## src/rtl/gjd_pkg.sv

```systemverilog
// Shared types, constants and table functions for the Gregorian / Julian day number converter.
package gjd_pkg;

	// Pipeline depths: both conversion cores take the same number of stages.
	localparam int CORE_STAGES = 6;
	localparam int FIN_STAGES  = 2;
	localparam int LATENCY     = CORE_STAGES + FIN_STAGES;

	// Conversion modes.
	localparam logic MODE_DATE_TO_JDN = 1'b0;
	localparam logic MODE_JDN_TO_DATE = 1'b1;

	// Valid input ranges.
	localparam logic [22:0] JDN_MIN   = 23'd1721426;
	localparam logic [22:0] JDN_MAX   = 23'd5373484;
	localparam logic [22:0] JDN_EPOCH = 23'd1721119;
	localparam logic [13:0] YEAR_MAX  = 14'd9999;
	localparam logic [3:0]  MONTH_MAX = 4'd12;

	// Calendar constants.
	localparam logic [14:0] YEAR_BIAS    = 15'd4800;
	localparam logic [23:0] JDN_BIAS     = 24'd32045;
	localparam logic [17:0] DAYS_QUAD    = 18'd146097;
	localparam logic [10:0] DAYS_4Y      = 11'd1461;
	localparam logic [8:0]  DAYS_YEAR    = 9'd365;

	// Reciprocals for constant division: q = (n * RCP) >> SH, exact over the used range.
	localparam logic [12:0] RCP_100      = 13'd5243;
	localparam int          RCP_100_SH   = 19;
	localparam logic [23:0] RCP_QUAD     = 24'd15051803;
	localparam int          RCP_QUAD_SH  = 41;
	localparam logic [17:0] RCP_4Y       = 18'd183735;
	localparam int          RCP_4Y_SH    = 28;

	typedef struct packed {
		logic        mode;
		logic [13:0] year;
		logic [3:0]  month;
		logic [4:0]  day;
		logic [22:0] day_number;
	} gjd_req_t;

	typedef struct packed {
		logic [22:0] out_day_number;
		logic [13:0] out_year;
		logic [3:0]  out_month;
		logic [4:0]  out_day;
		logic [2:0]  weekday;
		logic        is_weekend;
		logic        is_leap;
		logic [4:0]  month_length;
		logic        range_error;
	} gjd_rsp_t;

	// A converted date as it leaves either core; ok is low when the input was out of range.
	typedef struct packed {
		logic        ok;
		logic [22:0] jdn;
		logic [13:0] year;
		logic [3:0]  month;
		logic [4:0]  day;
	} gjd_date_t;

	// Days before the start of each month of a year that begins in March.
	function automatic logic [8:0] cum_days(input logic [3:0] idx);
		logic [8:0] v;
		case (idx)
			4'd0:    v = 9'd0;
			4'd1:    v = 9'd31;
			4'd2:    v = 9'd61;
			4'd3:    v = 9'd92;
			4'd4:    v = 9'd122;
			4'd5:    v = 9'd153;
			4'd6:    v = 9'd184;
			4'd7:    v = 9'd214;
			4'd8:    v = 9'd245;
			4'd9:    v = 9'd275;
			4'd10:   v = 9'd306;
			4'd11:   v = 9'd337;
			default: v = 9'd0;
		endcase
		return v;
	endfunction

	// Month index (0 = March) of a 1-based day of a March-based year.
	function automatic logic [3:0] mar_index(input logic [8:0] doy);
		logic [3:0] cnt;
		cnt = 4'd0;
		for (int k = 1; k < 12; k++) begin
			if (doy > cum_days(4'(k)))
				cnt = cnt + 4'd1;
		end
		return cnt;
	endfunction

	// Length of a month; months outside 1..12 return a filler that is never reported.
	function automatic logic [4:0] days_of(input logic [3:0] month, input logic leap);
		logic [4:0] v;
		case (month)
			4'd2:    v = leap ? 5'd29 : 5'd28;
			4'd4:    v = 5'd30;
			4'd6:    v = 5'd30;
			4'd9:    v = 5'd30;
			4'd11:   v = 5'd30;
			default: v = 5'd31;
		endcase
		return v;
	endfunction

	// Sum of the octal digits; congruent to the value modulo 7.
	function automatic logic [5:0] octal_sum(input logic [23:0] v);
		logic [5:0] s;
		s = 6'd0;
		for (int i = 0; i < 8; i++)
			s = s + 6'(v[3*i +: 3]);
		return s;
	endfunction

	// Reduce an octal digit sum to a value 0..6.
	function automatic logic [2:0] mod7_fold(input logic [5:0] s);
		logic [3:0] f;
		logic [3:0] g;
		f = 4'(s[5:3]) + 4'(s[2:0]);
		g = 4'(f[3]) + 4'(f[2:0]);
		return (g == 4'd7) ? 3'd0 : g[2:0];
	endfunction

endpackage

```

## src/rtl/gjd_d2j.sv

```systemverilog
// Date to Julian day number core: three compute stages and three alignment stages.
module gjd_d2j (
	input  logic                 clk,
	input  logic                 arst_n,
	input  logic                 in_vld,
	input  gjd_pkg::gjd_req_t    req,
	output logic                 out_vld,
	output gjd_pkg::gjd_date_t   res
);

	// Stage 1: shift the year to start in March and check the ranges.
	logic        early_c;
	logic        ok_c;
	logic [14:0] yy_c;
	logic [3:0]  mm_c;

	assign early_c = (req.month < 4'd3);
	assign ok_c    = (req.year != 14'd0) && (req.year <= gjd_pkg::YEAR_MAX) &&
	                 (req.month != 4'd0) && (req.month <= gjd_pkg::MONTH_MAX);
	assign yy_c    = 15'(req.year) + gjd_pkg::YEAR_BIAS - 15'(early_c);
	assign mm_c    = early_c ? (req.month + 4'd9) : (req.month - 4'd3);

	logic        vld_s1, ok_s1;
	logic [14:0] yy_s1;
	logic [3:0]  mm_s1, month_s1;
	logic [13:0] year_s1;
	logic [4:0]  day_s1;

	always_ff @(posedge clk or negedge arst_n) begin
		if (!arst_n) begin
			vld_s1 <= 1'b0;
		end else begin
			vld_s1 <= in_vld;
		end
	end

	always_ff @(posedge clk) begin
		ok_s1    <= ok_c;
		yy_s1    <= yy_c;
		mm_s1    <= mm_c;
		year_s1  <= req.year;
		month_s1 <= req.month;
		day_s1   <= req.day;
	end

	// Stage 2: century count by reciprocal, the plain day count of whole years and the days before the month.
	logic [27:0] p100_c;
	logic [23:0] base_c;

	assign p100_c = 28'(yy_s1) * 28'(gjd_pkg::RCP_100);
	assign base_c = 24'(yy_s1) * 24'(gjd_pkg::DAYS_YEAR) + 24'(yy_s1[14:2]);

	logic        vld_s2, ok_s2;
	logic [8:0]  q100_s2, cum_s2;
	logic [23:0] base_s2;
	logic [3:0]  month_s2;
	logic [13:0] year_s2;
	logic [4:0]  day_s2;

	always_ff @(posedge clk or negedge arst_n) begin
		if (!arst_n) begin
			vld_s2 <= 1'b0;
		end else begin
			vld_s2 <= vld_s1;
		end
	end

	always_ff @(posedge clk) begin
		ok_s2    <= ok_s1;
		q100_s2  <= p100_c[gjd_pkg::RCP_100_SH +: 9];
		cum_s2   <= gjd_pkg::cum_days(mm_s1);
		base_s2  <= base_c;
		month_s2 <= month_s1;
		year_s2  <= year_s1;
		day_s2   <= day_s1;
	end

	// Stage 3: leap-day corrections and the final sum.
	logic [23:0] jdn_c;

	assign jdn_c = base_s2 + 24'(day_s2) + 24'(cum_s2) - 24'(q100_s2) +
	               24'(q100_s2[8:2]) - gjd_pkg::JDN_BIAS;

	logic                 vld_s3, vld_s4, vld_s5, vld_s6;
	gjd_pkg::gjd_date_t   res_s3, res_s4, res_s5, res_s6;

	always_ff @(posedge clk or negedge arst_n) begin
		if (!arst_n) begin
			vld_s3 <= 1'b0;
			vld_s4 <= 1'b0;
			vld_s5 <= 1'b0;
			vld_s6 <= 1'b0;
		end else begin
			vld_s3 <= vld_s2;
			vld_s4 <= vld_s3;
			vld_s5 <= vld_s4;
			vld_s6 <= vld_s5;
		end
	end

	always_ff @(posedge clk) begin
		res_s3.ok    <= ok_s2;
		res_s3.jdn   <= jdn_c[22:0];
		res_s3.year  <= year_s2;
		res_s3.month <= month_s2;
		res_s3.day   <= day_s2;
		res_s4       <= res_s3;
		res_s5       <= res_s4;
		res_s6       <= res_s5;
	end

	assign out_vld = vld_s6;
	assign res     = res_s6;

endmodule

```

## src/rtl/gjd_j2d.sv

```systemverilog
// Julian day number to date core: six stages, with constant divisions done by reciprocal multiplication.
module gjd_j2d (
	input  logic                 clk,
	input  logic                 arst_n,
	input  logic                 in_vld,
	input  gjd_pkg::gjd_req_t    req,
	output logic                 out_vld,
	output gjd_pkg::gjd_date_t   res
);

	// Stage 1: range check and offset to the March-based epoch.
	logic        ok_c;
	logic [21:0] t_c;
	logic [23:0] n_c;

	assign ok_c = (req.day_number >= gjd_pkg::JDN_MIN) && (req.day_number <= gjd_pkg::JDN_MAX);
	assign t_c  = 22'(req.day_number - gjd_pkg::JDN_EPOCH);
	assign n_c  = {t_c, 2'b00} - 24'd1;

	logic        vld_s1, ok_s1;
	logic [23:0] n_s1;
	logic [22:0] jdn_s1;

	always_ff @(posedge clk or negedge arst_n) begin
		if (!arst_n) begin
			vld_s1 <= 1'b0;
		end else begin
			vld_s1 <= in_vld;
		end
	end

	always_ff @(posedge clk) begin
		ok_s1  <= ok_c;
		n_s1   <= n_c;
		jdn_s1 <= req.day_number;
	end

	// Stage 2: number of whole centuries since the March-based epoch.
	logic [47:0] pq_c;

	assign pq_c = 48'(n_s1) * 48'(gjd_pkg::RCP_QUAD);

	logic        vld_s2, ok_s2;
	logic [23:0] n_s2;
	logic [6:0]  cent_s2;
	logic [22:0] jdn_s2;

	always_ff @(posedge clk or negedge arst_n) begin
		if (!arst_n) begin
			vld_s2 <= 1'b0;
		end else begin
			vld_s2 <= vld_s1;
		end
	end

	always_ff @(posedge clk) begin
		ok_s2   <= ok_s1;
		n_s2    <= n_s1;
		cent_s2 <= pq_c[gjd_pkg::RCP_QUAD_SH +: 7];
		jdn_s2  <= jdn_s1;
	end

	// Stage 3: remainder inside the century.
	logic [24:0] sub_c;
	logic [23:0] r_c;
	logic [17:0] m2_c;

	assign sub_c = 25'(cent_s2) * 25'(gjd_pkg::DAYS_QUAD);
	assign r_c   = n_s2 - sub_c[23:0];
	assign m2_c  = {r_c[17:2], 2'b11};

	logic        vld_s3, ok_s3;
	logic [17:0] m2_s3;
	logic [6:0]  cent_s3;
	logic [22:0] jdn_s3;

	always_ff @(posedge clk or negedge arst_n) begin
		if (!arst_n) begin
			vld_s3 <= 1'b0;
		end else begin
			vld_s3 <= vld_s2;
		end
	end

	always_ff @(posedge clk) begin
		ok_s3   <= ok_s2;
		m2_s3   <= m2_c;
		cent_s3 <= cent_s2;
		jdn_s3  <= jdn_s2;
	end

	// Stage 4: year within the century.
	logic [35:0] py_c;

	assign py_c = 36'(m2_s3) * 36'(gjd_pkg::RCP_4Y);

	logic        vld_s4, ok_s4;
	logic [17:0] m2_s4;
	logic [6:0]  cent_s4, yic_s4;
	logic [22:0] jdn_s4;

	always_ff @(posedge clk or negedge arst_n) begin
		if (!arst_n) begin
			vld_s4 <= 1'b0;
		end else begin
			vld_s4 <= vld_s3;
		end
	end

	always_ff @(posedge clk) begin
		ok_s4   <= ok_s3;
		m2_s4   <= m2_s3;
		cent_s4 <= cent_s3;
		yic_s4  <= py_c[gjd_pkg::RCP_4Y_SH +: 7];
		jdn_s4  <= jdn_s3;
	end

	// Stage 5: day of the March-based year and the March-based year number.
	logic [17:0] dd2w_c;
	logic [10:0] dd2_c;
	logic [8:0]  dd3_c;
	logic [13:0] yc_c;

	assign dd2w_c = m2_s4 - 18'(yic_s4) * 18'(gjd_pkg::DAYS_4Y);
	assign dd2_c  = dd2w_c[10:0];
	assign dd3_c  = dd2_c[10:2] + 9'd1;
	assign yc_c   = 14'(cent_s4) * 14'd100 + 14'(yic_s4);

	logic        vld_s5, ok_s5;
	logic [8:0]  dd3_s5;
	logic [13:0] yc_s5;
	logic [22:0] jdn_s5;

	always_ff @(posedge clk or negedge arst_n) begin
		if (!arst_n) begin
			vld_s5 <= 1'b0;
		end else begin
			vld_s5 <= vld_s4;
		end
	end

	always_ff @(posedge clk) begin
		ok_s5  <= ok_s4;
		dd3_s5 <= dd3_c;
		yc_s5  <= yc_c;
		jdn_s5 <= jdn_s4;
	end

	// Stage 6: month and day; January and February belong to the next calendar year.
	logic [3:0] idx_c;
	logic       late_c;
	logic [8:0] dom_c;

	assign idx_c  = gjd_pkg::mar_index(dd3_s5);
	assign late_c = (idx_c >= 4'd10);
	assign dom_c  = dd3_s5 - gjd_pkg::cum_days(idx_c);

	logic                 vld_s6;
	gjd_pkg::gjd_date_t   res_s6;

	always_ff @(posedge clk or negedge arst_n) begin
		if (!arst_n) begin
			vld_s6 <= 1'b0;
		end else begin
			vld_s6 <= vld_s5;
		end
	end

	always_ff @(posedge clk) begin
		res_s6.ok    <= ok_s5;
		res_s6.jdn   <= jdn_s5;
		res_s6.year  <= yc_s5 + 14'(late_c);
		res_s6.month <= late_c ? (idx_c - 4'd9) : (idx_c + 4'd3);
		res_s6.day   <= dom_c[4:0];
	end

	assign out_vld = vld_s6;
	assign res     = res_s6;

endmodule

```

## src/rtl/gjd_fin.sv

```systemverilog
// Result stage: leap year, month length, weekday and error flags, with the output register.
module gjd_fin (
	input  logic                 clk,
	input  logic                 arst_n,
	input  logic                 in_vld,
	input  gjd_pkg::gjd_date_t   date,
	output logic                 out_vld,
	output gjd_pkg::gjd_rsp_t    rsp
);

	// Stage 1: century of the year by reciprocal, and digit sum for the weekday.
	logic [26:0] pq_c;

	assign pq_c = 27'(date.year) * 27'(gjd_pkg::RCP_100);

	logic                 vld_s1;
	gjd_pkg::gjd_date_t   date_s1;
	logic [7:0]           q_s1;
	logic [5:0]           wsum_s1;

	always_ff @(posedge clk or negedge arst_n) begin
		if (!arst_n) begin
			vld_s1 <= 1'b0;
		end else begin
			vld_s1 <= in_vld;
		end
	end

	always_ff @(posedge clk) begin
		date_s1 <= date;
		q_s1    <= pq_c[gjd_pkg::RCP_100_SH +: 8];
		wsum_s1 <= gjd_pkg::octal_sum(24'(date.jdn) + 24'd1);
	end

	// Stage 2: flags and the final result.
	logic [13:0]         hund_c;
	logic                leap_c;
	logic [4:0]          len_c;
	logic [2:0]          wd_c;
	gjd_pkg::gjd_rsp_t   rsp_c;

	assign hund_c = 14'(q_s1) * 14'd100;
	assign leap_c = (date_s1.year[1:0] == 2'd0) &&
	                ((date_s1.year != hund_c) || (q_s1[1:0] == 2'd0));
	assign len_c  = gjd_pkg::days_of(date_s1.month, leap_c);
	assign wd_c   = gjd_pkg::mod7_fold(wsum_s1);

	always_comb begin
		rsp_c = '0;
		if (!date_s1.ok) begin
			rsp_c.range_error = 1'b1;
		end else begin
			rsp_c.out_day_number = date_s1.jdn;
			rsp_c.out_year       = date_s1.year;
			rsp_c.out_month      = date_s1.month;
			rsp_c.out_day        = date_s1.day;
			rsp_c.weekday        = wd_c;
			rsp_c.is_weekend     = (wd_c == 3'd0) || (wd_c == 3'd6);
			rsp_c.is_leap        = leap_c;
			rsp_c.month_length   = len_c;
			rsp_c.range_error    = (date_s1.day == 5'd0) || (date_s1.day > len_c);
		end
	end

	logic                vld_s2;
	gjd_pkg::gjd_rsp_t   rsp_s2;

	always_ff @(posedge clk or negedge arst_n) begin
		if (!arst_n) begin
			vld_s2 <= 1'b0;
		end else begin
			vld_s2 <= vld_s1;
		end
	end

	always_ff @(posedge clk) begin
		rsp_s2 <= rsp_c;
	end

	assign out_vld = vld_s2;
	assign rsp     = rsp_s2;

endmodule

```

## src/rtl/gregorian_julian_day_converter.sv

```systemverilog
// Top level of the Gregorian date / Julian day number converter pipeline.
//
//   Channel   Ports                 Direction   Transfer
//   request   start, busy, req      in          start high and busy low at a rising edge
//   result    done, rsp             out         done high for one cycle, always taken
//
// A request transfer may happen in every cycle; busy is held low because no stage
// ever waits. Each result passes six stages in the conversion core that matches
// the mode, then two result stages. The date-to-number core needs three compute
// stages and is padded to six so both cores deliver in order. Reset clears only the
// valid bits; the design keeps no state between items, and results cannot be stalled
// by the receiver.
module gregorian_julian_day_converter (
	input  logic                 clk,
	input  logic                 arst_n,
	input  logic                 start,
	output logic                 busy,
	input  gjd_pkg::gjd_req_t    req,
	output logic                 done,
	output gjd_pkg::gjd_rsp_t    rsp
);

	logic                 take;
	logic                 d2j_in_vld, j2d_in_vld;
	logic                 d2j_vld, j2d_vld;
	gjd_pkg::gjd_date_t   d2j_res, j2d_res;
	logic                 fin_vld;
	gjd_pkg::gjd_date_t   fin_date;

	// The pipeline always advances, so every start is taken.
	assign busy = 1'b0;
	assign take = start && !busy;

	// Each core only sees valid items of its own mode; the other runs idle.
	assign d2j_in_vld = take && (req.mode == gjd_pkg::MODE_DATE_TO_JDN);
	assign j2d_in_vld = take && (req.mode == gjd_pkg::MODE_JDN_TO_DATE);

	gjd_d2j u_d2j (
		.clk     (clk),
		.arst_n  (arst_n),
		.in_vld  (d2j_in_vld),
		.req     (req),
		.out_vld (d2j_vld),
		.res     (d2j_res)
	);

	gjd_j2d u_j2d (
		.clk     (clk),
		.arst_n  (arst_n),
		.in_vld  (j2d_in_vld),
		.req     (req),
		.out_vld (j2d_vld),
		.res     (j2d_res)
	);

	// Both cores have the same depth, so at most one of them delivers in a cycle.
	assign fin_vld  = d2j_vld || j2d_vld;
	assign fin_date = j2d_vld ? j2d_res : d2j_res;

	gjd_fin u_fin (
		.clk     (clk),
		.arst_n  (arst_n),
		.in_vld  (fin_vld),
		.date    (fin_date),
		.out_vld (done),
		.rsp     (rsp)
	);

`ifndef SYNTHESIS
	// The two cores are matched in depth and never collide at the merge point.
	a_no_collision: assert property (@(posedge clk) disable iff (!arst_n)
		!(d2j_vld && j2d_vld))
		else $error("both conversion cores delivered in the same cycle");

	// Every accepted request comes out after the fixed pipeline latency.
	a_latency: assert property (@(posedge clk) disable iff (!arst_n)
		take |-> ##(gjd_pkg::LATENCY) done)
		else $error("result missing at the expected pipeline depth");

	// A result without error names a real day of its month.
	a_day_in_month: assert property (@(posedge clk) disable iff (!arst_n)
		(done && !rsp.range_error) |->
			(rsp.out_day != 5'd0) && (rsp.out_day <= rsp.month_length))
		else $error("error-free result carries a day outside its month");

	// The weekday is reduced fully modulo seven.
	a_weekday_range: assert property (@(posedge clk) disable iff (!arst_n)
		done |-> (rsp.weekday != 3'd7))
		else $error("weekday not reduced below seven");
`endif

endmodule
```

## config.mk

```make
export PLATFORM = sky130hd
export DESIGN_NAME = gregorian_julian_day_converter
export DESIGN_NICKNAME = d
export VERILOG_FILES = /design/src/rtl/gjd_pkg.sv /design/src/rtl/gjd_d2j.sv /design/src/rtl/gjd_j2d.sv /design/src/rtl/gjd_fin.sv /design/src/rtl/gregorian_julian_day_converter.sv
export SDC_FILE = /design/constraint.sdc
export NUM_CORES = 2
export LEC_CHECK = 0
export ABC_AREA = 1
export BUFFER_PORTS_ARGS = -buffer_cell sky130_fd_sc_hd__buf_4
export CORE_MARGIN = 3
export CORE_UTILIZATION = 65
export CTS_BUF_LIST = sky130_fd_sc_hd__clkbuf_4 sky130_fd_sc_hd__clkbuf_8
export CTS_CLUSTER_SIZE = 16
export DETAILED_ROUTE_END_ITERATION = 16
export GPL_ROUTABILITY_DRIVEN = 0
export GPL_TIMING_DRIVEN = 0
export PLACE_DENSITY = 0.9
export SLEW_MARGIN = 20
export SYNTH_ARGS = -nofsm -noshare
export SYNTH_HDL_FRONTEND = slang
export SYNTH_HIERARCHICAL = 1
export SYNTH_SLANG_ARGS = --single-unit
```

## constraint.sdc

```tcl
create_clock -name clk -period 12.5 [get_ports clk]
set_input_delay 1.25 -clock clk [delete_from_list [all_inputs] [get_ports clk]]
set_output_delay 1.25 -clock clk [all_outputs]
set_load 0.02 [all_outputs]
```

==> flow_metrics.env <==
export IMPL_nNetsFinal=7329
export IMPL_post_cts_repair_setup_buffers=0
export IMPL_setup_worst_path_class="reg -> reg"
export IMPL_areaGrowthSynthToFinish_pct=8.39
export IMPL_synthArstFlopShare_pct=1.99
export IMPL_vias_per_cell=5.91
export IMPL_cts_resized=0
export IMPL_die_h_um=291
export IMPL_status="completed"
export IMPL_dr_total_vias=41100
export IMPL_skew_ns=0.0509
export IMPL_tightest_slew_ns=0.936
export IMPL_endpoint_kind="flip-flop"
export IMPL_cp_start_kind="flip-flop"
export IMPL_finalSetupViolCount=0
export IMPL_grt_max_degree=18
export IMPL_postRouteAntennaNets=0
export IMPL_hold_viol=0
export IMPL_place_inst=6759
export IMPL_period_needed_ns=8.39
export IMPL_die_area_um2=84900
export IMPL_fp_dieW_um=291
export IMPL_core_um2=80500
export IMPL_cts_tree="yes"
export IMPL_wl_um=148000
export IMPL_layout_commonest_cell="inv_1"
export IMPL_root_buffer="clkbuf_8"
export IMPL_slew_viol_final=0
export IMPL_hold_buffers=0
export IMPL_worstSkewPairLatency_ns=0.75
export IMPL_synth_nets=7119
export IMPL_antenna_found_initial=15
export IMPL_grt_pass1_wl_um=235000
export IMPL_arrival_ns=9.08
export IMPL_syn_area_per_cell_um2=9.47
export IMPL_crit_path_top_delay_cell="dfxtp_1"
export IMPL_overflow=0
export IMPL_slew_headroom_pct=37.5
export IMPL_dp_hpwl_um=105000
export IMPL_cts_inserted_buffers=101
export IMPL_firstDrtPassIters=11
export IMPL_ios=109
export IMPL_cts_sinks=705
export IMPL_seq_area_frac_synth_pct=26.8
export IMPL_rsz0062_at_grt="false"
export IMPL_initial_core_util_pct=65.7
export IMPL_hp_class="reg -> reg"
export IMPL_track_usage_pct=35.2
export IMPL_synth_seq_cells=705
export IMPL_drtIter0Drc=4238
export IMPL_cts_htree_levels=3
export IMPL_wl_per_cell_um=21.3
export IMPL_worstPathRequired_ns=13.19
export IMPL_nFillCells=4750
export IMPL_clk_path_buf_depth=3
export IMPL_path_max_fanout=8
export IMPL_fp_row_count=104
export IMPL_grt_pass1_vias=45500
export IMPL_drc_errors=0
export IMPL_final_cell_mix="1,364 x inv_1, 847 x ha_1, 763 x nand2_1, 691 x dfxtp_1, 630 x fa_1"
export IMPL_synth_cell_types=60
export IMPL_syn_cell_area_um2=52900
export IMPL_synth_ff_type="dfxtp_1"
export IMPL_layout_drive_gt1_share_pct=6.65
export IMPL_io_buffers=107
export IMPL_max_stage_delay_ns=0.53
export IMPL_synth_edf_count=0
export IMPL_final_cell_count_no_fill=6947
export IMPL_setup_tns_final_ns=0
export IMPL_maxCapViolations=0
export IMPL_crit_path_frequent_cell="ha_1"
export IMPL_fin_crit_sh_pct=67.1
export IMPL_timing_fmax_ghz=0.119
export IMPL_cts_reportedPaths_clkPinSlew_ns=0.07
export IMPL_yosysWarnings=6
export IMPL_syn_inst=5592
==> worst max-delay path, delay by kind of cell, from the launching register on <==
family	cells	cell delay, ns
AO/OA/AOI/OAI	9	1.82
buffers and inverters	7	0.46
AND/OR/NAND/NOR	17	2.55
XOR/XNOR	2	0.31
adder cells (fa/ha/maj)	9	2.65
flip-flops	1	0.53
==> per-stage QoR <==
stage	area [um^2]	hold slack (ns)	setup WS [ns]	util, %
floorplan	52900	0.310	5.72	-
global placement	55100	0.310	5.18	68.4
detailed placement	55100	0.312	4.80	68.4
CTS	57400	0.299	4.41	71.2
global route	57400	0.299	3.77	71.2
finish	57400	0.297	4.11	71.2
==> registers in the layout (all words and copies together), names as in the netlist, 16 cells and up <==
name and count:
u_d2j/res_s3 47, u_fin/date_s1 47, u_d2j/res 47, u_j2d/jdn_s2 23, u_j2d/jdn_s4 23, u_j2d/m2_s3 16, u_j2d/jdn_s5 23, u_d2j/res_s5 47
u_fin/rsp 55, u_j2d/jdn_s1 23, u_j2d/res 47, u_d2j/base_s2 23, u_d2j/res_s4 47, u_j2d/n_s1 21, u_j2d/jdn_s3 23
==> layout make-up <==
type                            count  area, um^2  share of cell area, %
Multi-Input combinational cell   3482       33400                   58.3
Sequential cell                   705       14200                   24.7
Inverter                         1384        5190                   9.05
Clock buffer                      147        1890                   3.29
Tap cell                         1060        1330                   2.31
Timing Repair Buffer              107         803                   1.40
Clock inverter                     36         414                  0.722
Buffer                             21         129                  0.225
Antenna cell                        5        12.5                 0.0218
==> synth_stat cells, types with 3 or more instances <==
library cell	number	area share [%]
a21o_1	15	0.21
o211ai_1	5	0.071
ha_1	847	20
buf_4	10	0.14
o21ai_1	5	0.047
inv_1	1364	9.7
inv_2	19	0.13
a21boi_0	3	0.043
buf_2	4	0.038
o31ai_1	4	0.057
nor2_1	232	1.6
o2111ai_1	3	0.050
o21ai_0	114	1.1
nand2_4	9	0.19
nand2_2	23	0.27
a31oi_1	11	0.13
nand3_1	148	1.4
clkbuf_1	5	0.035
nor3_1	54	0.51
o21ai_2	5	0.083
nand2_1	763	5.4
a21oi_1	218	2.1
dfxtp_1	691	26
nand3b_1	9	0.13
a211oi_1	6	0.085
o21bai_1	16	0.23
nand3_2	9	0.17
o21a_1	10	0.14
dfrtp_1	14	0.66
or2_2	6	0.071
xnor2_1	76	1.3
fa_1	630	24
and2_1	6	0.071
nor4_1	16	0.19
nor2_2	5	0.059
nand4_1	55	0.65
xor2_1	151	2.5
==> routing by layer <==
metal,global-route usage (%),vias to the layer above,part of all wire (%)
met5,0,-,0.081
met1,37.8,19400,34
li1,-,17700,-
met4,26.0,16,9.1
met3,9.55,1182,9.2
met2,59.5,2813,48
==> cell families (layout without fill, tap and decap cells) <==
| kind of cell | after synthesis | in the layout | synth area share [%] |
|---|---|---|---|
| buffers and inverters | 1405 | 1695 | 10.1 |
| AND/OR/NAND/NOR | 1351 | 1351 | 11.1 |
| XOR/XNOR | 227 | 227 | 3.76 |
| flip-flops | 705 | 705 | 26.8 |
| adder cells (fa/ha/maj) | 1477 | 1477 | 43.8 |
| other | 1 | 6 | 0.00708 |
| AO/OA/AOI/OAI | 426 | 426 | 4.46 |
==> final timing paths <==
path / startpoint / end / slack [ns] / cells after the start
worst min-delay path: u_d2j/res_s4[19] / u_d2j/res_s5[19] / 0.30 / 0
min in group asynchronous: arst_n / u_j2d/vld_s3 / 0.36 / 1
worst max register to register: u_j2d/dd3_s5[2] / u_j2d/res[4] / 4.11 / 44
max in group asynchronous: arst_n / u_d2j/vld_s1 / 11.96 / 1
worst max-delay path: u_j2d/dd3_s5[2] / u_j2d/res[4] / 4.11 / 44
worst min register to register: u_d2j/res_s4[19] / u_d2j/res_s5[19] / 0.30 / 0
Power is left out: the tool's default activity adds up to more than one toggle a clock period on the data nets, which glitch-free logic cannot reach.
